File: config.mk
export PLATFORM = sky130hd
export DESIGN_NAME = url_percent_decoder
export DESIGN_NICKNAME = d
export VERILOG_FILES = /design/src/rtl/upd_pkg.sv /design/src/rtl/url_percent_decoder.sv /design/src/rtl/upd_decode.sv /design/src/rtl/upd_res_queue.sv
export SDC_FILE = /design/constraint.sdc
export NUM_CORES = 1
export LEC_CHECK = 0
export ABC_AREA = 1
export BUFFER_PORTS_ARGS = -buffer_cell sky130_fd_sc_hd__buf_2
export CORE_ASPECT_RATIO = 1.1
export CORE_MARGIN = 10
export CORE_UTILIZATION = 40
export DETAILED_ROUTE_END_ITERATION = 10
export PLACE_DENSITY_LB_ADDON = 0.05
export SYNTH_ARGS = -nofsm -noshare
export SYNTH_HDL_FRONTEND = slang
export SYNTH_SLANG_ARGS = --single-unit
export TNS_END_PERCENT = 5
File: constraint.sdc
create_clock -name clk -period 3.8 [get_ports clk]
set_input_delay 0.57 -clock clk [delete_from_list [all_inputs] [get_ports clk]]
set_output_delay 0.57 -clock clk [all_outputs]
set_load 0.02 [all_outputs]
File: src/rtl/upd_pkg.sv
// Shared types, character codes and hex helpers for the URL percent decoder.
`timescale 1ns / 1ps

package upd_pkg;

  // Character codes
  localparam logic [7:0] CH_PERCENT = 8'h25;
  localparam logic [7:0] CH_PLUS    = 8'h2B;
  localparam logic [7:0] CH_SPACE   = 8'h20;

  // Result queue depth (power of two, room for at least two results)
  localparam int QUEUE_DEPTH = 4;
  localparam int PTR_W       = $clog2(QUEUE_DEPTH);
  localparam int CNT_W       = $clog2(QUEUE_DEPTH + 1);

  // Escape tracking phase
  typedef enum logic [1:0] {
    PH_NORMAL = 2'd0,
    PH_PCT    = 2'd1,
    PH_DIGIT  = 2'd2
  } phase_t;

  // One decoded result
  typedef struct packed {
    logic [7:0] out_byte;
    logic       byte_valid;
    logic       last_of_run;
    logic       end_of_string;
  } result_t;

  // Results caused by one input request
  typedef struct packed {
    logic [1:0] n_res;
    result_t    res0;
    result_t    res1;
  } step_t;

  // True for 0-9, A-F, a-f
  function automatic logic is_hex(input logic [7:0] c);
    is_hex = (c >= 8'h30 && c <= 8'h39) || (c >= 8'h41 && c <= 8'h46) ||
             (c >= 8'h61 && c <= 8'h66);
  endfunction

  // Nibble value of a hex digit character
  function automatic logic [3:0] hex_val(input logic [7:0] c);
    logic [7:0] v;
    v = 8'h00;
    if (c >= 8'h30 && c <= 8'h39) begin
      v = c - 8'h30;
    end else if (c >= 8'h41 && c <= 8'h46) begin
      v = c - 8'h41 + 8'd10;
    end else if (c >= 8'h61 && c <= 8'h66) begin
      v = c - 8'h61 + 8'd10;
    end
    hex_val = v[3:0];
  endfunction

endpackage

File: src/rtl/url_percent_decoder.sv
// Top level of the streaming URL percent decoder.
`timescale 1ns / 1ps

// Decodes a form-urlencoded byte stream: "%hh" becomes one byte, a '%' without a
// valid hex pair is dropped (the bytes after it pass as ordinary bytes), and '+'
// becomes a space while plus_as_space is set (reset value 1). The block takes one
// byte per cycle while its input register is free; a byte passes that register
// and the decode logic into a four-entry result queue, which stores its results
// and offers them from its head. A byte that breaks an escape can cause two
// results, which then leave the queue one at a time; the input register is free to
// take a byte while it is empty or while the queue holds at most two results.
// A result with byte_valid low is an end-only marker carrying end_of_string.
module url_percent_decoder (
  input  logic       clk,
  input  logic       rst_n,
  // Input stream
  input  logic       in_tvalid,
  output logic       in_tready,
  input  logic [7:0] in_tdata,   // [7:0] in_byte
  input  logic       in_tlast,   // last_of_string
  // Result stream
  output logic       out_tvalid,
  input  logic       out_tready,
  output logic [7:0] out_tdata,  // [7:0] out_byte
  output logic [1:0] out_tuser,  // [0] byte_valid, [1] last_of_run
  output logic       out_tlast,  // end_of_string
  // Configuration
  input  logic       cfg_wr_en,
  input  logic       cfg_wr_data // plus_as_space
);
  import upd_pkg::*;

  logic             pas_r;
  logic             in_v_r, in_v_nxt;
  logic [7:0]       in_byte_r;
  logic             in_last_r;
  phase_t           phase_r, phase_dec;
  logic [7:0]       held_r, held_dec;
  step_t            step;
  logic             room;
  logic             dec_fire;
  logic             in_fire;
  logic [CNT_W-1:0] q_count;
  result_t          head;

  // Configuration register
  always_ff @(posedge clk) begin
    if (!rst_n) begin
      pas_r <= 1'b1;
    end else if (cfg_wr_en) begin
      pas_r <= cfg_wr_data;
    end
  end

  // Input register handshake
  assign room      = (q_count <= CNT_W'(QUEUE_DEPTH - 2));
  assign dec_fire  = in_v_r && room;
  assign in_tready = !in_v_r || room;
  assign in_fire   = in_tvalid && in_tready;
  assign in_v_nxt  = in_tready ? in_tvalid : in_v_r;

  always_ff @(posedge clk) begin
    if (!rst_n) begin
      in_v_r <= 1'b0;
    end else begin
      in_v_r <= in_v_nxt;
    end
  end

  always_ff @(posedge clk) begin
    if (in_fire) begin
      in_byte_r <= in_tdata;
      in_last_r <= in_tlast;
    end
  end

  // Decode one byte
  upd_decode u_decode (
    .phase_i         (phase_r),
    .held_i          (held_r),
    .byte_i          (in_byte_r),
    .last_i          (in_last_r),
    .plus_as_space_i (pas_r),
    .phase_o         (phase_dec),
    .held_o          (held_dec),
    .step_o          (step)
  );

  // Escape state
  always_ff @(posedge clk) begin
    if (!rst_n) begin
      phase_r <= PH_NORMAL;
      held_r  <= 8'h00;
    end else if (dec_fire) begin
      phase_r <= phase_dec;
      held_r  <= held_dec;
    end
  end

  // Queue results toward the output
  upd_res_queue u_queue (
    .clk       (clk),
    .rst_n     (rst_n),
    .push_i    (step),
    .push_en_i (dec_fire),
    .pop_i     (out_tvalid && out_tready),
    .valid_o   (out_tvalid),
    .head_o    (head),
    .count_o   (q_count)
  );

  assign out_tdata = head.out_byte;
  assign out_tuser = {head.last_of_run, head.byte_valid};
  assign out_tlast = head.end_of_string;

  // Queue never overfills
  assert property (@(posedge clk) disable iff (!rst_n) q_count <= CNT_W'(QUEUE_DEPTH))
    else $error("result queue overflow");

  // End of string always yields a result and returns to the normal phase
  assert property (@(posedge clk) disable iff (!rst_n)
    (dec_fire && in_last_r) |-> (step.n_res != 2'd0))
    else $error("end of string produced no result");

  assert property (@(posedge clk) disable iff (!rst_n)
    (dec_fire && in_last_r) |=> (phase_r == PH_NORMAL))
    else $error("escape phase not cleared at end of string");

endmodule

File: src/rtl/upd_decode.sv
// Combinational per-byte decode step: escape tracking and result generation.
`timescale 1ns / 1ps

module upd_decode (
  input  upd_pkg::phase_t  phase_i,
  input  logic [7:0]       held_i,
  input  logic [7:0]       byte_i,
  input  logic             last_i,
  input  logic             plus_as_space_i,
  output upd_pkg::phase_t  phase_o,
  output logic [7:0]       held_o,
  output upd_pkg::step_t   step_o
);
  import upd_pkg::*;

  result_t    res [2];
  logic [1:0] n;
  phase_t     ph;
  logic [7:0] hd;
  logic       is_pct;
  logic [7:0] plain_val;
  logic       byte_hex;

  assign is_pct    = (byte_i == CH_PERCENT);
  assign byte_hex  = is_hex(byte_i);
  assign plain_val = (byte_i == CH_PLUS && plus_as_space_i) ? CH_SPACE : byte_i;

  always_comb begin
    res[0] = '0;
    res[1] = '0;
    n      = 2'd0;
    ph     = phase_i;
    hd     = held_i;

    // Walk the escape phase
    case (phase_i)
      PH_PCT: begin
        if (byte_hex) begin
          hd = byte_i;
          ph = PH_DIGIT;
        end else if (is_pct) begin
          ph = PH_PCT;
        end else begin
          ph = PH_NORMAL;
          res[n[0]].out_byte   = plain_val;
          res[n[0]].byte_valid = 1'b1;
          n = n + 2'd1;
        end
      end
      PH_DIGIT: begin
        if (byte_hex) begin
          res[n[0]].out_byte   = {hex_val(held_i), hex_val(byte_i)};
          res[n[0]].byte_valid = 1'b1;
          n  = n + 2'd1;
          ph = PH_NORMAL;
        end else begin
          // Broken escape: release the held digit, then handle byte normally
          res[n[0]].out_byte   = held_i;
          res[n[0]].byte_valid = 1'b1;
          n = n + 2'd1;
          if (is_pct) begin
            ph = PH_PCT;
          end else begin
            ph = PH_NORMAL;
            res[n[0]].out_byte   = plain_val;
            res[n[0]].byte_valid = 1'b1;
            n = n + 2'd1;
          end
        end
      end
      default: begin
        if (is_pct) begin
          ph = PH_PCT;
        end else begin
          ph = PH_NORMAL;
          res[n[0]].out_byte   = plain_val;
          res[n[0]].byte_valid = 1'b1;
          n = n + 2'd1;
        end
      end
    endcase

    // Close the string: flush a held digit, mark the end
    if (last_i) begin
      if (ph == PH_DIGIT) begin
        res[n[0]].out_byte   = hd;
        res[n[0]].byte_valid = 1'b1;
        n = n + 2'd1;
      end
      ph = PH_NORMAL;
      if (n == 2'd0) begin
        n = 2'd1;
      end
      res[n[0] ^ 1'b1].end_of_string = 1'b1;
    end

    // Mark the final result of this request
    if (n != 2'd0) begin
      res[n[0] ^ 1'b1].last_of_run = 1'b1;
    end
  end

  assign phase_o      = ph;
  assign held_o       = hd;
  assign step_o.n_res = n;
  assign step_o.res0  = res[0];
  assign step_o.res1  = res[1];

endmodule

File: src/rtl/upd_res_queue.sv
// Small result queue: takes up to two results a cycle, hands out one.
`timescale 1ns / 1ps

module upd_res_queue (
  input  logic                    clk,
  input  logic                    rst_n,
  input  upd_pkg::step_t          push_i,
  input  logic                    push_en_i,
  input  logic                    pop_i,
  output logic                    valid_o,
  output upd_pkg::result_t        head_o,
  output logic [upd_pkg::CNT_W-1:0] count_o
);
  import upd_pkg::*;

  result_t              mem [QUEUE_DEPTH];
  logic [PTR_W-1:0]     wr_ptr_r, wr_ptr_nxt;
  logic [PTR_W-1:0]     rd_ptr_r, rd_ptr_nxt;
  logic [CNT_W-1:0]     count_r, count_nxt;
  logic [1:0]           n_push;
  logic [PTR_W-1:0]     wr_ptr_p1;

  assign n_push    = push_en_i ? push_i.n_res : 2'd0;
  assign wr_ptr_p1 = wr_ptr_r + PTR_W'(1);

  // Advance pointers and occupancy
  always_comb begin
    wr_ptr_nxt = wr_ptr_r + PTR_W'(n_push);
    rd_ptr_nxt = pop_i ? rd_ptr_r + PTR_W'(1) : rd_ptr_r;
    count_nxt  = count_r + CNT_W'(n_push) - CNT_W'(pop_i);
  end

  always_ff @(posedge clk) begin
    if (!rst_n) begin
      wr_ptr_r <= '0;
      rd_ptr_r <= '0;
      count_r  <= '0;
    end else begin
      wr_ptr_r <= wr_ptr_nxt;
      rd_ptr_r <= rd_ptr_nxt;
      count_r  <= count_nxt;
    end
  end

  // Store new results
  always_ff @(posedge clk) begin
    if (n_push != 2'd0) begin
      mem[wr_ptr_r] <= push_i.res0;
    end
    if (n_push == 2'd2) begin
      mem[wr_ptr_p1] <= push_i.res1;
    end
  end

  assign valid_o = (count_r != '0);
  assign head_o  = mem[rd_ptr_r];
  assign count_o = count_r;

endmodule
Word level (Yosys, flattened, before mapping) --
Memory sizes are Yosys's and may differ from the RTL's. A register that Yosys moved wholly into a read port is not among the register bits. Index checks and enable logic that the tools add are counted.
Cells by class: mux-type cells 52, bitwise operators 5, reductions and logical operators 21, magnitude comparators 19, equality and inequality tests 6, add/sub/neg operators 16
Operators with widths (count):
- 22-bit bitwise mux | 4
- 22-bit 2-to-1 mux | 4
- 11-bit demux with 1-bit select | 4
- 9-bit 2-to-1 mux | 4
- 8-bit by 7-bit greater-or-equal comparator with 1-bit output (second input constant) | 4
- 8-bit by 7-bit less-or-equal comparator with 1-bit output (second input constant) | 4
- 2-bit 2-to-1 mux | 15
- 4-bit 2-to-1 mux | 6
- 8-bit 2-to-1 mux | 3
- 4-bit by 1-bit subtractor with 4-bit output (second input constant) | 6
- 9-bit one-hot mux with 2 select lines | 1
- 4-bit adder (second input constant) | 4
- 8-bit by 6-bit equality test with 1-bit output (second input constant) | 2
- 8-bit by 6-bit greater-or-equal comparator with 1-bit output (second input constant) | 2
- 8-bit by 6-bit less-or-equal comparator with 1-bit output (second input constant) | 2
- 1-bit logical AND | 13
- 11-bit 2-to-1 mux | 1
- 2-bit one-hot mux with 2 select lines | 2
- 1-bit 2-to-1 mux | 7
- 2-bit by 1-bit adder with 2-bit output (second input constant) | 3
- 2-bit equality test (second input constant) | 3
- 2-bit greater-or-equal comparator (second input constant) | 3
- 2-bit by 1-bit < comparator with 1-bit output (second input constant) | 3
- 1-bit inverter with 2-bit output | 3
- other kinds (12) | 16
Storage, ports and cells: memories kept 1, register bits after elaboration 28, word-level logic and storage cells 129, RAM bits 44
Memories:
- u_queue.mem | words 4, width 11, rd ports 1, clocked after Yosys merged registers in 1, wr ports 2, RTL line upd_res_queue.sv:16 | result_t mem [QUEUE_DEPTH];

Logic depth before layout (Yosys ltp) --
depth after elaboration 22, gate-level depth with buffers 20, gate-level depth less buffers 20

Hierarchy --
From an unflattened synthesis, not the netlist that was laid out.
Second synthesis, totals: cell total of the unflattened synthesis 657, area, all modules 5039.8 um^2
Modules (own cells, without submodules):
- upd_res_queue | area an instance 2927.8 um^2, cells each 309, instances 1, seq. area each 1501.4 um^2
- upd_decode | area an instance 1218.7 um^2, cells each 237, instances 1, seq. area each 0.0 um^2
- url_percent_decoder | area an instance 893.4 um^2, cells each 111, instances 1, seq. area each 510.5 um^2

Worst setup path after synthesis --
No wires, ideal clock.
kind register to register, from register in_byte_r[1], to register u_queue.count_r[2], in the netlist u_queue.count_o[2], library setup time 120 ps, buffers on the path 0, cell stages (with the launch flop) 19, data arrival time 2874 ps, slack 806 ps, path through edfxtp_1 inv_1 ha_1 inv_1 nand2_1 nor2_1 nor2_1 nand2_1 nand3_4 nor2_4 nand2_2 nand3_2 nand3_4 ha_1 inv_1 fa_1 xor2_1 o21ai_0 a21oi_1
On the way: word-level cells in the longest chain between the ends 16, elaborated cells between the ends (all ways) 32
RTL lines:
- start: declaration | RTL line url_percent_decoder.sv:35 | logic [7:0] in_byte_r;
- start signal: assignment | RTL line url_percent_decoder.sv:72 | in_byte_r <= in_tdata;
- 8-bit by 6-bit greater-or-equal comparator with 1-bit output, or another cell as far along | RTL line upd_pkg.sv:40 | is_hex = (c >= 8'h30 && c <= 8'h39) || (c >= 8'h41 && c <= 8'h46) ||
- 1-bit logical AND | RTL line upd_pkg.sv:40
- 1-bit logical OR (2 in series) | RTL line upd_pkg.sv:40
- 2-bit 2-to-1 mux, on equally long branches | RTL line upd_decode.sv:51, upd_decode.sv:38
- 2-bit one-hot mux with 2 select lines | RTL line upd_decode.sv:36 | case (phase_i)
- 2-bit by 1-bit adder with 2-bit output / 2-bit equality test (equally long branches) | RTL line upd_decode.sv:88, upd_decode.sv:85
- 2-bit 2-to-1 mux | RTL line upd_decode.sv:85 | if (ph == PH_DIGIT) begin
- 2-bit 2-to-1 mux | RTL line upd_decode.sv:84 | if (last_i) begin
- 2-bit zero test | RTL line upd_decode.sv:91 | if (n == 2'd0) begin
- 2-bit 2-to-1 mux | RTL line upd_decode.sv:91
- 2-bit 2-to-1 mux | RTL line upd_decode.sv:84
- 2-bit 2-to-1 mux (*) | RTL line upd_decode.sv:84
- 2-bit 2-to-1 mux (*) | RTL line upd_res_queue.sv:23 | assign n_push = push_en_i ? push_i.n_res : 2'd0;
- 3-bit by 2-bit adder with 3-bit output (*) | RTL line upd_res_queue.sv:30 | count_nxt = count_r + CNT_W'(n_push) - CNT_W'(pop_i);
- 3-bit by 1-bit subtractor with 3-bit output (*) | RTL line upd_res_queue.sv:30
- end signal: assignment | RTL line upd_res_queue.sv:41 | count_r <= count_nxt;
- end: declaration | RTL line upd_res_queue.sv:19 | logic [CNT_W-1:0] count_r, count_nxt;
Every way passes the cells marked *; elsewhere a longest branch is shown, timed or not. The select of a mux whose other input is x is not followed. A chain may end at the register's enable or synchronous reset.

==> results.toml <==
[run_status]
status = "complete, no violations"

[clock_network]
post_cts_buffers = 0
htreeDepth = 3
insertion_delay_ps = 340
cts_tree = "done"
holdBufCountCts = 0
numCtsBuffers = 9
clk_pin_slew_ps = 60
cts.repair.resized = 0
cts_buffer_depth = 2
cts_sinks = 74
cts_root_buffer = "clkbuf_16"

[cells_and_area]
final_common_cell = "nand2_1"
area_delta_synth_final_pct = 12.2
fin_nets = 687
most-common-layout-cells = "193 x nand2_1, 69 x inv_1, 61 x nand3_1, 53 x edfxtp_1, 52 x nor2_1"
drive_gt1_share_pct = 11.8
stdcell_area_mm2 = 0.00538
fill_cells = 1180
diodes = 0

[routing]
wl_per_cell_um = 17.4
vias = 4315
drtIter0Drc = 368
drt_wl_total_mm = 14.1
vias_per_cell = 5.31
drc_errors = 0
firstDrtPassIters = 7
ant_nets = 0

[yosys]
async_flop_share_pct = 0
syn_area_mm2 = 0.00480
netlist_top_cells_area = "edfxtp_1 33%, nand2_1 15%, dfxtp_1 8.8%, nand3_1 6.4%, inv_1 5.4%"
synth_top_area_cell = "edfxtp_1"
ys_ff_latch = 74
synth-main-ff-cell = "edfxtp_1"
synth_edf_count = 53
yosysSeqAreaShare_pct = 41.9
syn_nets = 668
synth.distinct_cells = 35
ys.warnings.count = 0
yosysTopAreaCellShare_pct = 33.2
synthCells = 639
avgSynthCellArea_um2 = 7.51

[critical_path]
cp.arrival_ps = 3380
max_stage_delay_ps = 500
path_delay_family = "simple AND/OR/NAND/NOR gates"
crit_required_ps = 3780
critPathSlowestCell = "edfxtp_1"
start_kind = "flip-flop"
cp_num_cells = 13
path_common_cell = "nand2_1"
worstSetupPathType = "flip-flop to flip-flop"
rr_startpoint = "in_byte_r[1]"
endpoint_kind = "flip-flop"
reg2reg_slack_ps = 410
cp-startpoint = "in_byte_r[1]"
cp_cell_sequence = "inv_1, ha_1, o21ai_1, a21oi_1, a21oi_2, nand3_1, nand2_1, clkinv_1, nor2_4, nand2_1, nand2_4, nand3_4, nand2_1"
reg2reg_to = "u_queue.mem[1][4]"
cp_max_fo = 36
ff2ff_path_depth = 13
cp_num_buf_inv = 2

[die]
start_util_pct = 41.4
die_x_um = 124
pin_count = 28
dieHeight_um = 135
die_area_mm2 = 0.0168
rows = 41
core_mm2 = 0.0116

[timing]
timing.hold.ws_ps = 403
tns_ps = 0
finClkSkew_ps = 9.94
finalSetupViolCount = 0
worst-slew-pin-transition_ps = 1180
max_freq_mhz = 295
drv_slew = 0
hold_viol = 0
rsz0062_at_grt = "false"
post-route-min-period_ps = 3390
period_share_pct = 89.2
slew_headroom_pct = 21.1

[min_path]
hp-start = "in_tdata[5]"
holdCritPathClass = "input pin to flip-flop"
whs_path_depth = 1
holdPathEnd = "in_byte_r[5]"

[global_route]
grt_pass1_wl_mm = 22.7
antenna_found_initial = 0
grt_pass1_vias = 4277
grt_max_degree = 37
grt_usage_pct = 16.9
gr-total-overflow = 0

[placement]
portBuffers = 27
placed_area_mm2 = 0.00503
place.gp.congestion = 0.954
dp_hpwl_mm = 11.1

[power_and_ir_drop]
peakVddDrop_mv = 0.187
power_leakage_nw = 2.46
power.density_mw_per_mm2 = 502

[run]
max-cap-violations = 0
## area by class of cell
type	instances	area [um2]	share of cell area (%)
Inverter	74	280	5.21
Tap cell	150	188	3.49
Clock inverter	4	77.6	1.44
Clock buffer	12	278	5.16
Sequential cell	74	2010	37.4
Multi-Input combinational cell	465	2360	43.8
Timing Repair Buffer	34	188	3.49
## report_power, final
part	internal, mW	switching [mW]
Sequential	0.950	0.0561
Combinational	0.208	0.489
Clock	0.656	0.342
## cells by family after synthesis
| family | Yosys count | synth area share [%] |
|---|---|---|
| flip-flops | 74 | 41.9 |
| adder cells (fa/ha/maj) | 14 | 3.81 |
| AND/OR/NAND/NOR | 364 | 35.1 |
| buffers and inverters | 100 | 8.89 |
| XOR/XNOR | 5 | 0.913 |
| AO/OA/AOI/OAI | 82 | 9.39 |
## routing by layer
layer / vias up / global-route usage (%) / routed length, um
met4: 0 / 9.33 / 647
met1: 1964 / 19.0 / 5800
li1: 2175 / - / -
met2: 135 / 29.5 / 7040
met5: - / 0 / 0
met3: 41 / 3.05 / 623
## through the flow
step / power (mW) / cells / setup WS (ps) / util (%)
global placement: 1.72 / 797 / 578 / 43.4
finish: 2.70 / 813 / 409 / 46.4
floorplan: 1.50 / 639 / 806 / -
global route: 2.86 / 813 / 39.0 / 46.4
CTS: 2.72 / 813 / 458 / 46.4
detailed placement: 1.72 / 797 / 475 / 43.4
## synth_stat cells, drive strengths merged, types with 5 or more instances
cell and number:
nor2 59, edfxtp 53, o22ai 11, nand2 199, dfxtp 21, clkbuf 14, ha 13, o21ai 44
inv 73, buf 12, nand4 33, nand3 69, xor2 5, a21oi 20
## worst max-delay path by stage
stage	to	slack [ps]
floorplan	u_queue.count_o[2]	810
global placement	u_queue.mem[1][7]	580
detailed placement	u_queue.mem[1][7]	470
CTS	u_queue.mem[1][4]	460
global route	u_queue.count_o[2]	40
finish	u_queue.mem[1][4]	410
## sequential cells by signal (all words and copies together), names as in the netlist, 2 cells and up, named ones only
name and cells:
in_byte_r 8, u_queue.count_o 3, u_queue.wr_ptr_r 2, held_r 8, phase_r 2, u_queue.rd_ptr_r 2
u_queue.mem 44
## worst reg2reg max path: stages (launching register included)
cell,delay [ps]
edfxtp_1,500
inv_1,120
ha_1,230
o21ai_1,180
a21oi_1,180
a21oi_2,250
nand3_1,130
nand2_1,120
clkinv_1,100
nor2_4,170
nand2_1,110
nand2_4,350
nand3_4,200
nand2_1,410
Note: power is estimated with default switching activity, not from simulation.
